## config.mk

```make
export PLATFORM = sky130hd
export DESIGN_NAME = straight_drive_wheel_sync_pi_top
export DESIGN_NICKNAME = d
export VERILOG_FILES = /design/src/rtl/sdws_pkg.sv /design/src/rtl/straight_drive_wheel_sync_pi_top.sv
export SDC_FILE = /design/constraint.sdc
export NUM_CORES = 2
export LEC_CHECK = 0
export ABC_AREA = 1
export BUFFER_PORTS_ARGS = -buffer_cell sky130_fd_sc_hd__buf_2
export CORE_ASPECT_RATIO = 1.4
export CORE_MARGIN = 1
export CORE_UTILIZATION = 25
export CTS_BUF_LIST = sky130_fd_sc_hd__clkbuf_16
export CTS_CLUSTER_DIAMETER = 60
export DETAILED_ROUTE_END_ITERATION = 6
export PLACE_DENSITY = 0.43
export SETUP_SLACK_MARGIN = 0.2
export SLEW_MARGIN = 20
export SYNTH_ARGS = -nofsm -noshare
export SYNTH_HDL_FRONTEND = slang
export SYNTH_SLANG_ARGS = --single-unit
```

## constraint.sdc

```tcl
create_clock -name clk_i -period 7.2 [get_ports clk_i]
set_input_delay 0.72 -clock clk_i [delete_from_list [all_inputs] [get_ports clk_i]]
set_output_delay 0.72 -clock clk_i [all_outputs]
set_load 0.02 [all_outputs]
```

## src/rtl/sdws_pkg.sv

```systemverilog
// Shared types, codes and reset values for the straight-drive wheel sync block.
// Used by the top level and its port checker; depends on nothing else.
package sdws_pkg;

  // Default encoder count width
  localparam int unsigned COUNT_WIDTH = 24;

  // Field widths fixed by the interface
  localparam int unsigned ACT_W    = 3;
  localparam int unsigned TIME_W   = 32;
  localparam int unsigned FLAG_W   = 3;
  localparam int unsigned SPEED_W  = 8;
  localparam int unsigned DIR_W    = 2;
  localparam int unsigned STATUS_W = 3;
  localparam int unsigned REPLY_W  = 2;
  localparam int unsigned CFG_IDX_W  = 3;
  localparam int unsigned CFG_DATA_W = 32;
  localparam int unsigned TARGET_W = 23;
  localparam int unsigned KP_W     = 16;
  localparam int unsigned KI_W     = 24;
  localparam int unsigned PERIOD_W = 10;
  localparam int unsigned INTEG_W  = 48;

  // Actions
  localparam logic [ACT_W-1:0] ACT_START  = 3'd0;
  localparam logic [ACT_W-1:0] ACT_SAMPLE = 3'd1;
  localparam logic [ACT_W-1:0] ACT_EVENT  = 3'd2;
  localparam logic [ACT_W-1:0] ACT_CANCEL = 3'd3;
  localparam logic [ACT_W-1:0] ACT_RESUME = 3'd4;

  // Event flag bit positions
  localparam int unsigned EVT_EMERGENCY = 0;
  localparam int unsigned EVT_OBSTACLE  = 1;
  localparam int unsigned EVT_CLEARED   = 2;

  // Motor direction codes
  localparam logic [DIR_W-1:0] DIR_FWD  = 2'd0;
  localparam logic [DIR_W-1:0] DIR_BWD  = 2'd1;
  localparam logic [DIR_W-1:0] DIR_STOP = 2'd2;

  // Task status codes
  localparam logic [STATUS_W-1:0] ST_IDLE      = 3'd0;
  localparam logic [STATUS_W-1:0] ST_RUNNING   = 3'd1;
  localparam logic [STATUS_W-1:0] ST_PAUSED    = 3'd2;
  localparam logic [STATUS_W-1:0] ST_DONE      = 3'd3;
  localparam logic [STATUS_W-1:0] ST_CANCELLED = 3'd4;

  // Event reply codes
  localparam logic [REPLY_W-1:0] RPL_IGNORE = 2'd0;
  localparam logic [REPLY_W-1:0] RPL_CANCEL = 2'd1;
  localparam logic [REPLY_W-1:0] RPL_PAUSE  = 2'd2;
  localparam logic [REPLY_W-1:0] RPL_RESUME = 2'd3;

  // Configuration register indexes
  localparam logic [CFG_IDX_W-1:0] REG_TARGET  = 3'd0;
  localparam logic [CFG_IDX_W-1:0] REG_REVERSE = 3'd1;
  localparam logic [CFG_IDX_W-1:0] REG_BASE    = 3'd2;
  localparam logic [CFG_IDX_W-1:0] REG_MIN     = 3'd3;
  localparam logic [CFG_IDX_W-1:0] REG_KP      = 3'd4;
  localparam logic [CFG_IDX_W-1:0] REG_KI      = 3'd5;
  localparam logic [CFG_IDX_W-1:0] REG_TIMEOUT = 3'd6;
  localparam logic [CFG_IDX_W-1:0] REG_PERIOD  = 3'd7;

  // Configuration reset values
  localparam logic [SPEED_W-1:0]  RST_BASE   = 8'd150;
  localparam logic [SPEED_W-1:0]  RST_MIN    = 8'd85;
  localparam logic [KP_W-1:0]     RST_KP     = 16'd77;
  localparam logic [KI_W-1:0]     RST_KI     = 24'd1678;
  localparam logic [PERIOD_W-1:0] RST_PERIOD = 10'd20;

  // Top speed in Q8 (255 * 256)
  localparam logic [16:0] SPEED_TOP_Q8 = 17'd65280;
  localparam logic [SPEED_W-1:0] SPEED_TOP = 8'd255;

endpackage

```

## src/rtl/straight_drive_wheel_sync_pi_top.sv

```systemverilog
// Straight-drive task with PI wheel synchronization, one shared multiplier.
// Depends on sdws_pkg for codes, widths and reset values.
//
// Usage: one request on the input channel (valid/ready) carries an action,
// the millisecond time, both encoder counts and event flags. Each request
// yields exactly one result request on the output channel (valid/ready):
// wheel speeds, direction, update flag, task status and event reply.
// Configuration registers are written through cfg_we_i/cfg_idx_i/cfg_wdata_i;
// the user must write them only while the block is idle; the block does not enforce it.
// Flow: start, event, cancel, resume, unknown actions and a sample that
// stops early go from the dispatch step or the checks to the output step; a
// sample that runs the full PI update is stepped by the sequencer through one
// 25 x 25 multiplier (wider for counts above 24 bits) for five products
// and the two clamps.
// One request is worked at a time: a new one is taken only after the last is done.
// The result sits in an output register; the next request is accepted while
// it waits, and a stalled receiver only holds the sequencer at its last step.
// Reset clears all task state and loads the configuration reset values.
module straight_drive_wheel_sync_pi_top #(
  parameter int unsigned COUNT_WIDTH = sdws_pkg::COUNT_WIDTH
) (
  input  logic                                clk_i,
  input  logic                                rst_ni,
  // configuration write port
  input  logic                                cfg_we_i,
  input  logic [sdws_pkg::CFG_IDX_W-1:0]      cfg_idx_i,
  input  logic [sdws_pkg::CFG_DATA_W-1:0]     cfg_wdata_i,
  // input channel
  input  logic                                in_valid_i,
  output logic                                in_ready_o,
  input  logic [sdws_pkg::ACT_W-1:0]          action_i,
  input  logic [sdws_pkg::TIME_W-1:0]         now_ms_i,
  input  logic signed [COUNT_WIDTH-1:0]       left_count_i,
  input  logic signed [COUNT_WIDTH-1:0]       right_count_i,
  input  logic [sdws_pkg::FLAG_W-1:0]         event_flags_i,
  // output channel
  output logic                                out_valid_o,
  input  logic                                out_ready_i,
  output logic [sdws_pkg::SPEED_W-1:0]        left_speed_o,
  output logic [sdws_pkg::SPEED_W-1:0]        right_speed_o,
  output logic [sdws_pkg::DIR_W-1:0]          motor_dir_o,
  output logic                                drive_update_o,
  output logic [sdws_pkg::STATUS_W-1:0]       task_status_o,
  output logic [sdws_pkg::REPLY_W-1:0]        event_reply_o
);

  localparam int unsigned CW   = COUNT_WIDTH;
  localparam int unsigned IW   = sdws_pkg::INTEG_W;
  localparam int unsigned MA   = 25;                         // gain / dt operand
  localparam int unsigned MB   = (CW + 1 > 25) ? CW + 1 : 25; // count / integral operand
  localparam int unsigned PW   = MA + MB;                    // product width
  localparam int unsigned AW   = PW + 25;                    // accumulator width
  localparam int unsigned CMPW = (CW > sdws_pkg::TARGET_W) ? CW : sdws_pkg::TARGET_W;

  typedef enum logic [3:0] {
    S_IDLE, S_DISPATCH, S_TIMEOUT, S_PERIOD, S_DONECHK,
    S_MUL_DTLO, S_MUL_DTHI, S_MUL_KP, S_INTEG, S_MUL_KILO,
    S_MUL_KIHI, S_ACC_KI, S_CORR, S_LEFT, S_RIGHT, S_FIN
  } state_e;

  state_e state_q;

  // configuration
  logic [sdws_pkg::TARGET_W-1:0] target_q;
  logic                          reverse_q;
  logic [sdws_pkg::SPEED_W-1:0]  base_q;
  logic [sdws_pkg::SPEED_W-1:0]  min_q;
  logic [sdws_pkg::KP_W-1:0]     kp_q;
  logic [sdws_pkg::KI_W-1:0]     ki_q;
  logic [sdws_pkg::TIME_W-1:0]   timeout_q;
  logic [sdws_pkg::PERIOD_W-1:0] period_q;

  // task state
  logic                          running_q, paused_q, finished_q, cancelled_q;
  logic [sdws_pkg::TIME_W-1:0]   start_q, last_q;
  logic signed [IW-1:0]          integ_q;

  // captured request
  logic [sdws_pkg::ACT_W-1:0]    act_q;
  logic [sdws_pkg::TIME_W-1:0]   now_q;
  logic signed [CW-1:0]          lcnt_q, rcnt_q;
  logic [sdws_pkg::FLAG_W-1:0]   flags_q;

  // datapath
  logic [sdws_pkg::TIME_W-1:0]   dt_q;
  logic signed [CW:0]            err_q;
  logic signed [PW-1:0]          prod_q;
  logic signed [AW-1:0]          acc_q, corr_q;

  // working result
  logic [sdws_pkg::SPEED_W-1:0]  res_left_q, res_right_q;
  logic [sdws_pkg::DIR_W-1:0]    res_dir_q;
  logic                          res_upd_q;
  logic [sdws_pkg::REPLY_W-1:0]  res_reply_q;

  // output register
  logic                          out_valid_q;
  logic [sdws_pkg::SPEED_W-1:0]  out_left_q, out_right_q;
  logic [sdws_pkg::DIR_W-1:0]    out_dir_q;
  logic                          out_upd_q;
  logic [sdws_pkg::STATUS_W-1:0] out_status_q;
  logic [sdws_pkg::REPLY_W-1:0]  out_reply_q;

  logic                          in_fire;
  logic [sdws_pkg::DIR_W-1:0]    run_dir;
  logic [sdws_pkg::STATUS_W-1:0] status_now;

  assign in_ready_o = (state_q == S_IDLE);
  assign in_fire    = in_valid_i && in_ready_o;
  assign run_dir    = reverse_q ? sdws_pkg::DIR_BWD : sdws_pkg::DIR_FWD;

  // Status by priority: cancelled, finished, paused, running
  always_comb begin
    if (cancelled_q) begin
      status_now = sdws_pkg::ST_CANCELLED;
    end else if (finished_q) begin
      status_now = sdws_pkg::ST_DONE;
    end else if (paused_q) begin
      status_now = sdws_pkg::ST_PAUSED;
    end else if (running_q) begin
      status_now = sdws_pkg::ST_RUNNING;
    end else begin
      status_now = sdws_pkg::ST_IDLE;
    end
  end

  // Early checks of a sample
  logic [sdws_pkg::TIME_W-1:0] elapsed, dt_now;
  logic                        tmo_hit, period_short;
  assign elapsed      = now_q - start_q;
  assign tmo_hit      = (timeout_q != '0) && (elapsed > timeout_q);
  assign dt_now       = now_q - last_q;
  assign period_short = dt_now < {{(sdws_pkg::TIME_W-sdws_pkg::PERIOD_W){1'b0}}, period_q};

  // Completion: larger absolute count against the target
  logic [CW-1:0]       abs_l, abs_r, abs_max;
  logic [CMPW-1:0]     abs_max_w, target_w;
  logic                reached;
  logic signed [CW:0]  err_now;
  assign abs_l     = lcnt_q[CW-1] ? (~lcnt_q + 1'b1) : lcnt_q;
  assign abs_r     = rcnt_q[CW-1] ? (~rcnt_q + 1'b1) : rcnt_q;
  assign abs_max   = (abs_l > abs_r) ? abs_l : abs_r;
  assign abs_max_w = CMPW'(abs_max);
  assign target_w  = CMPW'(target_q);
  assign reached   = abs_max_w >= target_w;
  assign err_now   = {lcnt_q[CW-1], lcnt_q} - {rcnt_q[CW-1], rcnt_q};

  // Shared multiplier operand select
  logic signed [MA-1:0] mul_a;
  logic signed [MB-1:0] mul_b;
  logic signed [PW-1:0] prod_d;
  always_comb begin
    mul_a = '0;
    mul_b = MB'(err_q);
    case (state_q)
      S_MUL_DTLO: mul_a = $signed(MA'(dt_q[15:0]));
      S_MUL_DTHI: mul_a = $signed(MA'(dt_q[31:16]));
      S_MUL_KP:   mul_a = $signed(MA'(kp_q));
      S_MUL_KILO: begin
        mul_a = $signed(MA'(ki_q));
        mul_b = $signed(MB'(integ_q[23:0]));
      end
      S_MUL_KIHI: begin
        mul_a = $signed(MA'(ki_q));
        mul_b = MB'($signed(integ_q[IW-1:24]));
      end
      default: begin
        mul_a = '0;
      end
    endcase
  end
  assign prod_d = PW'(mul_a) * PW'(mul_b);

  // Integral update with saturation
  logic signed [AW-1:0] imax_w, imin_w, ineg_max_w, isum, integ_w;
  logic signed [IW-1:0] integ_d;
  assign imax_w     = {{(AW-IW+1){1'b0}}, {(IW-1){1'b1}}};
  assign imin_w     = {{(AW-IW+1){1'b1}}, {(IW-1){1'b0}}};
  assign ineg_max_w = imin_w + AW'(1);
  assign integ_w    = AW'(integ_q);
  assign isum       = integ_w + acc_q;
  always_comb begin
    if (acc_q > imax_w) begin
      integ_d = IW'(imax_w);
    end else if (acc_q < ineg_max_w) begin
      integ_d = IW'(imin_w);
    end else if (isum > imax_w) begin
      integ_d = IW'(imax_w);
    end else if (isum < imin_w) begin
      integ_d = IW'(imin_w);
    end else begin
      integ_d = IW'(isum);
    end
  end

  // Wheel speed: base -/+ correction, clamped to [min, 255]
  logic signed [AW-1:0] base_w, min_w, top_w, wheel_v;
  logic [sdws_pkg::SPEED_W-1:0] wheel_speed;
  assign base_w  = $signed(AW'({base_q, 8'h00}));
  assign min_w   = $signed(AW'({min_q, 8'h00}));
  assign top_w   = $signed(AW'(sdws_pkg::SPEED_TOP_Q8));
  assign wheel_v = (state_q == S_LEFT) ? (base_w - corr_q) : (base_w + corr_q);
  always_comb begin
    if (wheel_v > top_w) begin
      wheel_speed = sdws_pkg::SPEED_TOP;
    end else if (wheel_v < min_w) begin
      wheel_speed = min_q;
    end else begin
      wheel_speed = wheel_v[15:8];
    end
  end

  // Configuration writes
  always_ff @(posedge clk_i or negedge rst_ni) begin
    if (!rst_ni) begin
      target_q  <= '0;
      reverse_q <= 1'b0;
      base_q    <= sdws_pkg::RST_BASE;
      min_q     <= sdws_pkg::RST_MIN;
      kp_q      <= sdws_pkg::RST_KP;
      ki_q      <= sdws_pkg::RST_KI;
      timeout_q <= '0;
      period_q  <= sdws_pkg::RST_PERIOD;
    end else if (cfg_we_i) begin
      case (cfg_idx_i)
        sdws_pkg::REG_TARGET:  target_q  <= cfg_wdata_i[sdws_pkg::TARGET_W-1:0];
        sdws_pkg::REG_REVERSE: reverse_q <= cfg_wdata_i[0];
        sdws_pkg::REG_BASE:    base_q    <= cfg_wdata_i[sdws_pkg::SPEED_W-1:0];
        sdws_pkg::REG_MIN:     min_q     <= cfg_wdata_i[sdws_pkg::SPEED_W-1:0];
        sdws_pkg::REG_KP:      kp_q      <= cfg_wdata_i[sdws_pkg::KP_W-1:0];
        sdws_pkg::REG_KI:      ki_q      <= cfg_wdata_i[sdws_pkg::KI_W-1:0];
        sdws_pkg::REG_TIMEOUT: timeout_q <= cfg_wdata_i;
        sdws_pkg::REG_PERIOD:  period_q  <= cfg_wdata_i[sdws_pkg::PERIOD_W-1:0];
        default: begin
        end
      endcase
    end
  end

  // Payload capture and datapath registers
  always_ff @(posedge clk_i) begin
    prod_q <= prod_d;
    if (in_fire) begin
      act_q   <= action_i;
      now_q   <= now_ms_i;
      lcnt_q  <= left_count_i;
      rcnt_q  <= right_count_i;
      flags_q <= event_flags_i;
    end
    case (state_q)
      S_PERIOD:   dt_q   <= dt_now;
      S_DONECHK:  err_q  <= err_now;
      S_MUL_DTHI: acc_q  <= AW'(prod_q);
      S_MUL_KP:   acc_q  <= acc_q + (AW'(prod_q) <<< 16);
      S_INTEG:    corr_q <= AW'(prod_q);
      S_MUL_KIHI: acc_q  <= AW'(prod_q);
      S_ACC_KI:   acc_q  <= acc_q + (AW'(prod_q) <<< 24);
      S_CORR:     corr_q <= corr_q + (acc_q >>> 16);
      default: begin
      end
    endcase
  end

  // Sequencer, task state and output register
  always_ff @(posedge clk_i or negedge rst_ni) begin
    if (!rst_ni) begin
      state_q      <= S_IDLE;
      running_q    <= 1'b0;
      paused_q     <= 1'b0;
      finished_q   <= 1'b0;
      cancelled_q  <= 1'b0;
      start_q      <= '0;
      last_q       <= '0;
      integ_q      <= '0;
      res_left_q   <= '0;
      res_right_q  <= '0;
      res_dir_q    <= '0;
      res_upd_q    <= 1'b0;
      res_reply_q  <= '0;
      out_valid_q  <= 1'b0;
      out_left_q   <= '0;
      out_right_q  <= '0;
      out_dir_q    <= '0;
      out_upd_q    <= 1'b0;
      out_status_q <= '0;
      out_reply_q  <= '0;
    end else begin
      // drain the output register unless the last step reloads it
      if (out_valid_q && out_ready_i && state_q != S_FIN) begin
        out_valid_q <= 1'b0;
      end
      case (state_q)
        S_IDLE: begin
          if (in_fire) begin
            res_left_q  <= '0;
            res_right_q <= '0;
            res_dir_q   <= '0;
            res_upd_q   <= 1'b0;
            res_reply_q <= sdws_pkg::RPL_IGNORE;
            state_q     <= S_DISPATCH;
          end
        end
        S_DISPATCH: begin
          // only a sample on an active task goes on to the checks
          if (act_q == sdws_pkg::ACT_SAMPLE && running_q && !cancelled_q &&
              !finished_q && !paused_q) begin
            state_q <= S_TIMEOUT;
          end else begin
            state_q <= S_FIN;
          end
          case (act_q)
            sdws_pkg::ACT_START: begin
              running_q   <= 1'b1;
              paused_q    <= 1'b0;
              finished_q  <= 1'b0;
              cancelled_q <= 1'b0;
              start_q     <= now_q;
              last_q      <= now_q;
              integ_q     <= '0;
              res_left_q  <= min_q;
              res_right_q <= min_q;
              res_dir_q   <= run_dir;
              res_upd_q   <= 1'b1;
            end
            sdws_pkg::ACT_SAMPLE: begin
            end
            sdws_pkg::ACT_EVENT: begin
              if (flags_q[sdws_pkg::EVT_EMERGENCY]) begin
                cancelled_q <= 1'b1;
                finished_q  <= 1'b1;
                res_dir_q   <= sdws_pkg::DIR_STOP;
                res_upd_q   <= 1'b1;
                res_reply_q <= sdws_pkg::RPL_CANCEL;
              end else if (flags_q[sdws_pkg::EVT_OBSTACLE]) begin
                paused_q    <= 1'b1;
                res_dir_q   <= sdws_pkg::DIR_STOP;
                res_upd_q   <= 1'b1;
                res_reply_q <= sdws_pkg::RPL_PAUSE;
              end else if (flags_q[sdws_pkg::EVT_CLEARED] && paused_q) begin
                paused_q    <= 1'b0;
                last_q      <= now_q;
                res_reply_q <= sdws_pkg::RPL_RESUME;
              end
            end
            sdws_pkg::ACT_CANCEL: begin
              cancelled_q <= 1'b1;
              finished_q  <= 1'b1;
              res_dir_q   <= sdws_pkg::DIR_STOP;
              res_upd_q   <= 1'b1;
            end
            sdws_pkg::ACT_RESUME: begin
              if (paused_q && !cancelled_q && !finished_q) begin
                paused_q <= 1'b0;
                last_q   <= now_q;
              end
            end
            default: begin
            end
          endcase
        end
        S_TIMEOUT: begin
          if (tmo_hit) begin
            cancelled_q <= 1'b1;
            finished_q  <= 1'b1;
            res_dir_q   <= sdws_pkg::DIR_STOP;
            res_upd_q   <= 1'b1;
            state_q     <= S_FIN;
          end else begin
            state_q <= S_PERIOD;
          end
        end
        S_PERIOD: begin
          if (period_short) begin
            state_q <= S_FIN;
          end else begin
            last_q  <= now_q;
            state_q <= S_DONECHK;
          end
        end
        S_DONECHK: begin
          if (reached) begin
            finished_q <= 1'b1;
            res_dir_q  <= sdws_pkg::DIR_STOP;
            res_upd_q  <= 1'b1;
            state_q    <= S_FIN;
          end else begin
            state_q <= S_MUL_DTLO;
          end
        end
        S_MUL_DTLO: state_q <= S_MUL_DTHI;
        S_MUL_DTHI: state_q <= S_MUL_KP;
        S_MUL_KP:   state_q <= S_INTEG;
        S_INTEG: begin
          integ_q <= integ_d;
          state_q <= S_MUL_KILO;
        end
        S_MUL_KILO: state_q <= S_MUL_KIHI;
        S_MUL_KIHI: state_q <= S_ACC_KI;
        S_ACC_KI:   state_q <= S_CORR;
        S_CORR:     state_q <= S_LEFT;
        S_LEFT: begin
          res_left_q <= wheel_speed;
          state_q    <= S_RIGHT;
        end
        S_RIGHT: begin
          res_right_q <= wheel_speed;
          res_dir_q   <= run_dir;
          res_upd_q   <= 1'b1;
          state_q     <= S_FIN;
        end
        S_FIN: begin
          // hold until the output register is free
          if (!out_valid_q || out_ready_i) begin
            out_valid_q  <= 1'b1;
            out_left_q   <= res_left_q;
            out_right_q  <= res_right_q;
            out_dir_q    <= res_dir_q;
            out_upd_q    <= res_upd_q;
            out_status_q <= status_now;
            out_reply_q  <= res_reply_q;
            state_q      <= S_IDLE;
          end
        end
        default: state_q <= S_IDLE;
      endcase
    end
  end

  assign out_valid_o    = out_valid_q;
  assign left_speed_o   = out_left_q;
  assign right_speed_o  = out_right_q;
  assign motor_dir_o    = out_dir_q;
  assign drive_update_o = out_upd_q;
  assign task_status_o  = out_status_q;
  assign event_reply_o  = out_reply_q;

endmodule

```

==> flow_metrics.env <==
export IMPL_hp_class="input port to flop"
export IMPL_ys_seq_elements=631
export IMPL_dr_first_iter_drc_count=4916
export IMPL_crit_top_cell="fa_1"
export IMPL_cp_arrival_ns=8.13
export IMPL_synth_ff_type="edfxtp_1"
export IMPL_drv_cap=0
export IMPL_fin_crit_sh=1.04
export IMPL_cp_max_fo=14
export IMPL_clkLatencyLatePin_ns=0.75
export IMPL_synthCells=11300
export IMPL_worst_pin_slew_ns=1.09
export IMPL_routed_wl_um=356000
export IMPL_worst_setup_path_end_kind="flop"
export IMPL_fp_dieW_um=474
export IMPL_wl_per_cell_um=21.9
export IMPL_setup_viol=15
export IMPL_fin_util=0.303
export IMPL_core_area_um2=310000
export IMPL_fin_cells=16300
export IMPL_drive_above_1_share=0.121
export IMPL_ys_seq_area_frac=0.219
export IMPL_crit_type="flop to flop"
export IMPL_ant_nets=0
export IMPL_slew_violations=0
export IMPL_synth_warnings=0
export IMPL_antenna_found_initial=16
export IMPL_hold_violations=0
export IMPL_clockBufferDepth=3
export IMPL_cpMaxStageDelayCell="fa_1"
export IMPL_grt_pass1_vias=77700
export IMPL_dpl_hpwl_um=303000
export IMPL_hold_depth=1
export IMPL_cpPeakStageDelay_ns=0.53
export IMPL_critPathLaunchType="flop"
export IMPL_syn_avg_cell_area_um2=6.86
export IMPL_htreeDepth=3
export IMPL_clkTransAtPathRegs_ns=0.06
export IMPL_syn_num_nets=12700
export IMPL_tritoncts="yes"
export IMPL_synth_edf_count=293
export IMPL_initial_core_util=0.251
export IMPL_r2r_cells=37
export IMPL_dp_cells=16000
export IMPL_relSlewSlack=0.273
export IMPL_ios=152
export IMPL_dr_pass1_iters=6
export IMPL_ys_types=66
export IMPL_grt_overflow_total=0
export IMPL_maxClockFrequency_mhz=134
export IMPL_grt_pass1_wl_um=513000
export IMPL_fp_dieH_um=662
export IMPL_fin_nets=13300
export IMPL_syn_cell_area_um2=77800
export IMPL_drc_errors=0
export IMPL_outcome="finished, violations left"
export IMPL_setup_ws_ns=-0.269
export IMPL_vias_per_cell=4.71
export IMPL_layout_common_cells="nand2_1, inv_1, nor2_1"
export IMPL_pre_cts_slack_ns=-0.707
export IMPL_area_growth_pct=20.6
export IMPL_vias=76600
export IMPL_clock_skew_ns=0.0544
export IMPL_crit_required_ns=7.86
export IMPL_rows=242
export IMPL_clkSinkCount=631
export IMPL_place_congestion=0.975
export IMPL_die_area_um2=314000
export IMPL_clk_root_buffer_cell="clkbuf_16"
export IMPL_async_flop_share=0.456
export IMPL_io_buffers=151
export IMPL_grt_max_degree=109
export IMPL_min_period_ns=7.47
export IMPL_fin_setup_tns_ns=-1.96
export IMPL_gr_usage_all_layers=0.223
export IMPL_violations="setup timing"
export IMPL_final_common_cell="nand2_1"
export IMPL_rsz0062_at_grt="true"
export IMPL_tritoncts_num_buffers=88
==> worst max-delay path: cells and delay by family, from the launching register on <==
family / cells / cell delay (ns)
fa+ha+maj: 8 / 3.74
compound gates: 7 / 0.80
flops: 1 / 0.44
xor+xnor: 1 / 0.09
buf+inv: 16 / 1.66
simple gates: 5 / 0.64
==> layout make-up <==
type                    count  area [µm²]
diodes                      4        10.0
well taps                4148        5190
repair buffers            834        6980
flip-flops and latches    631       17000
inverters                1952        7360
multi-input cells        8538       54300
clock inverters            76         785
fillers                 34600      216000
clock buffers              90        2250
==> path summary, 6_finish.rpt <==
| kind | start | end | slack [ns] |
|---|---|---|---|
| max in group asynchronous | rst_ni | integ_q[47]$_DFFE_PN0P_ | 5.23 |
| max | state_q[0]$_DFFE_PN0P_ | prod_q[38]$_DFF_P_ | -0.27 |
| min | now_ms_i[23] | now_q[23]$_DFFE_PP_ | 0.14 |
| min reg2reg | last_q[10]$_DFFE_PN0P_ | last_q[10]$_DFFE_PN0P_ | 0.47 |
| min in group asynchronous | rst_ni | left_speed_o[6]$_DFFE_PN0P_ | 0.57 |
| max reg2reg | state_q[0]$_DFFE_PN0P_ | prod_q[38]$_DFF_P_ | -0.27 |
==> kinds of logic (layout without fill, tap and decap cells) <==
logic type | Yosys count | after routing | synth area share
other | 0 | 4 | 0
AND/OR/NAND/NOR | 5384 | 5385 | 0.282
buffers and inverters | 2182 | 2952 | 0.107
flip-flops | 631 | 631 | 0.219
XOR/XNOR | 308 | 308 | 0.0347
adder cells (fa/ha/maj) | 1175 | 1175 | 0.238
AO/OA/AOI/OAI | 1669 | 1670 | 0.119
==> layer usage <==
layer	wire length, µm	global-route usage
met4	27000	0.145
met5	46	0
met2	185000	0.420
met1	132000	0.233
met3	12200	0.0221
==> metrics by stage <==
step	instance area, µm²	hold WS [ns]
6_report	93900	0.141
3_5_place_dp	88800	0.459
2_1_floorplan	78600	0.424
4_1_cts	92700	0.0758
3_3_place_gp	88800	0.454
5_1_grt	93900	0.105
==> Yosys cell counts, types with 13 or more instances <==
| library cell | instances | share of area |
|---|---|---|
| o211ai_1 | 51 | 0.0049 |
| a211oi_1 | 15 | 0.0014 |
| nor2_2 | 19 | 0.0015 |
| nand3b_1 | 24 | 0.0023 |
| nand2_1 | 3087 | 0.15 |
| o21a_1 | 42 | 0.0041 |
| nand3_2 | 18 | 0.0023 |
| dfstp_2 | 20 | 0.0068 |
| xor2_1 | 202 | 0.023 |
| dfxtp_1 | 50 | 0.013 |
| a22o_1 | 31 | 0.0035 |
| nand3_1 | 486 | 0.031 |
| edfxtp_1 | 293 | 0.11 |
| a31oi_1 | 95 | 0.0076 |
| nand2_2 | 13 | 0.0010 |
| fa_1 | 511 | 0.13 |
| o21bai_1 | 26 | 0.0025 |
| nand4_1 | 131 | 0.011 |
| a21oi_1 | 702 | 0.045 |
| o221ai_1 | 20 | 0.0023 |
| xnor2_1 | 106 | 0.012 |
| inv_1 | 1938 | 0.093 |
| nor4_1 | 59 | 0.0047 |
| nor3_1 | 93 | 0.0060 |
| clkbuf_1 | 167 | 0.0081 |
| a21o_1 | 19 | 0.0018 |
| o21ai_0 | 587 | 0.038 |
| or2_2 | 44 | 0.0035 |
| nor2_1 | 1376 | 0.066 |
| buf_4 | 13 | 0.0013 |
| buf_2 | 33 | 0.0021 |
| a21boi_0 | 19 | 0.0018 |
| ha_1 | 664 | 0.11 |
| dfrtp_1 | 268 | 0.086 |
==> registers in the layout, summed over array words and instances (netlist names), 24 cells and up <==
signal	count
acc_q	75
corr_q	75
dt_q	32
err_q	25
integ_q	48
ki_q	24
last_q	32
lcnt_q	24
now_q	32
prod_q	50
rcnt_q	24
start_q	32
timeout_q	32
==> repair_timing <==
| item | CTS | global route |
|---|---|---|
| buffers inserted | 30 | 37 |
| hold buffers | 1 | 0 |
| hold endpoints to repair | 60 | 0 |
| resized for setup | 165 | 226 |
| endpoints found under the setup margin | 34 | 38 |
| pin swaps | 66 | 152 |
| gates cloned | 2 | 1 |
Power is not shown: default switching activity piles up to over one toggle a cycle in this logic, so the estimate is an artifact.
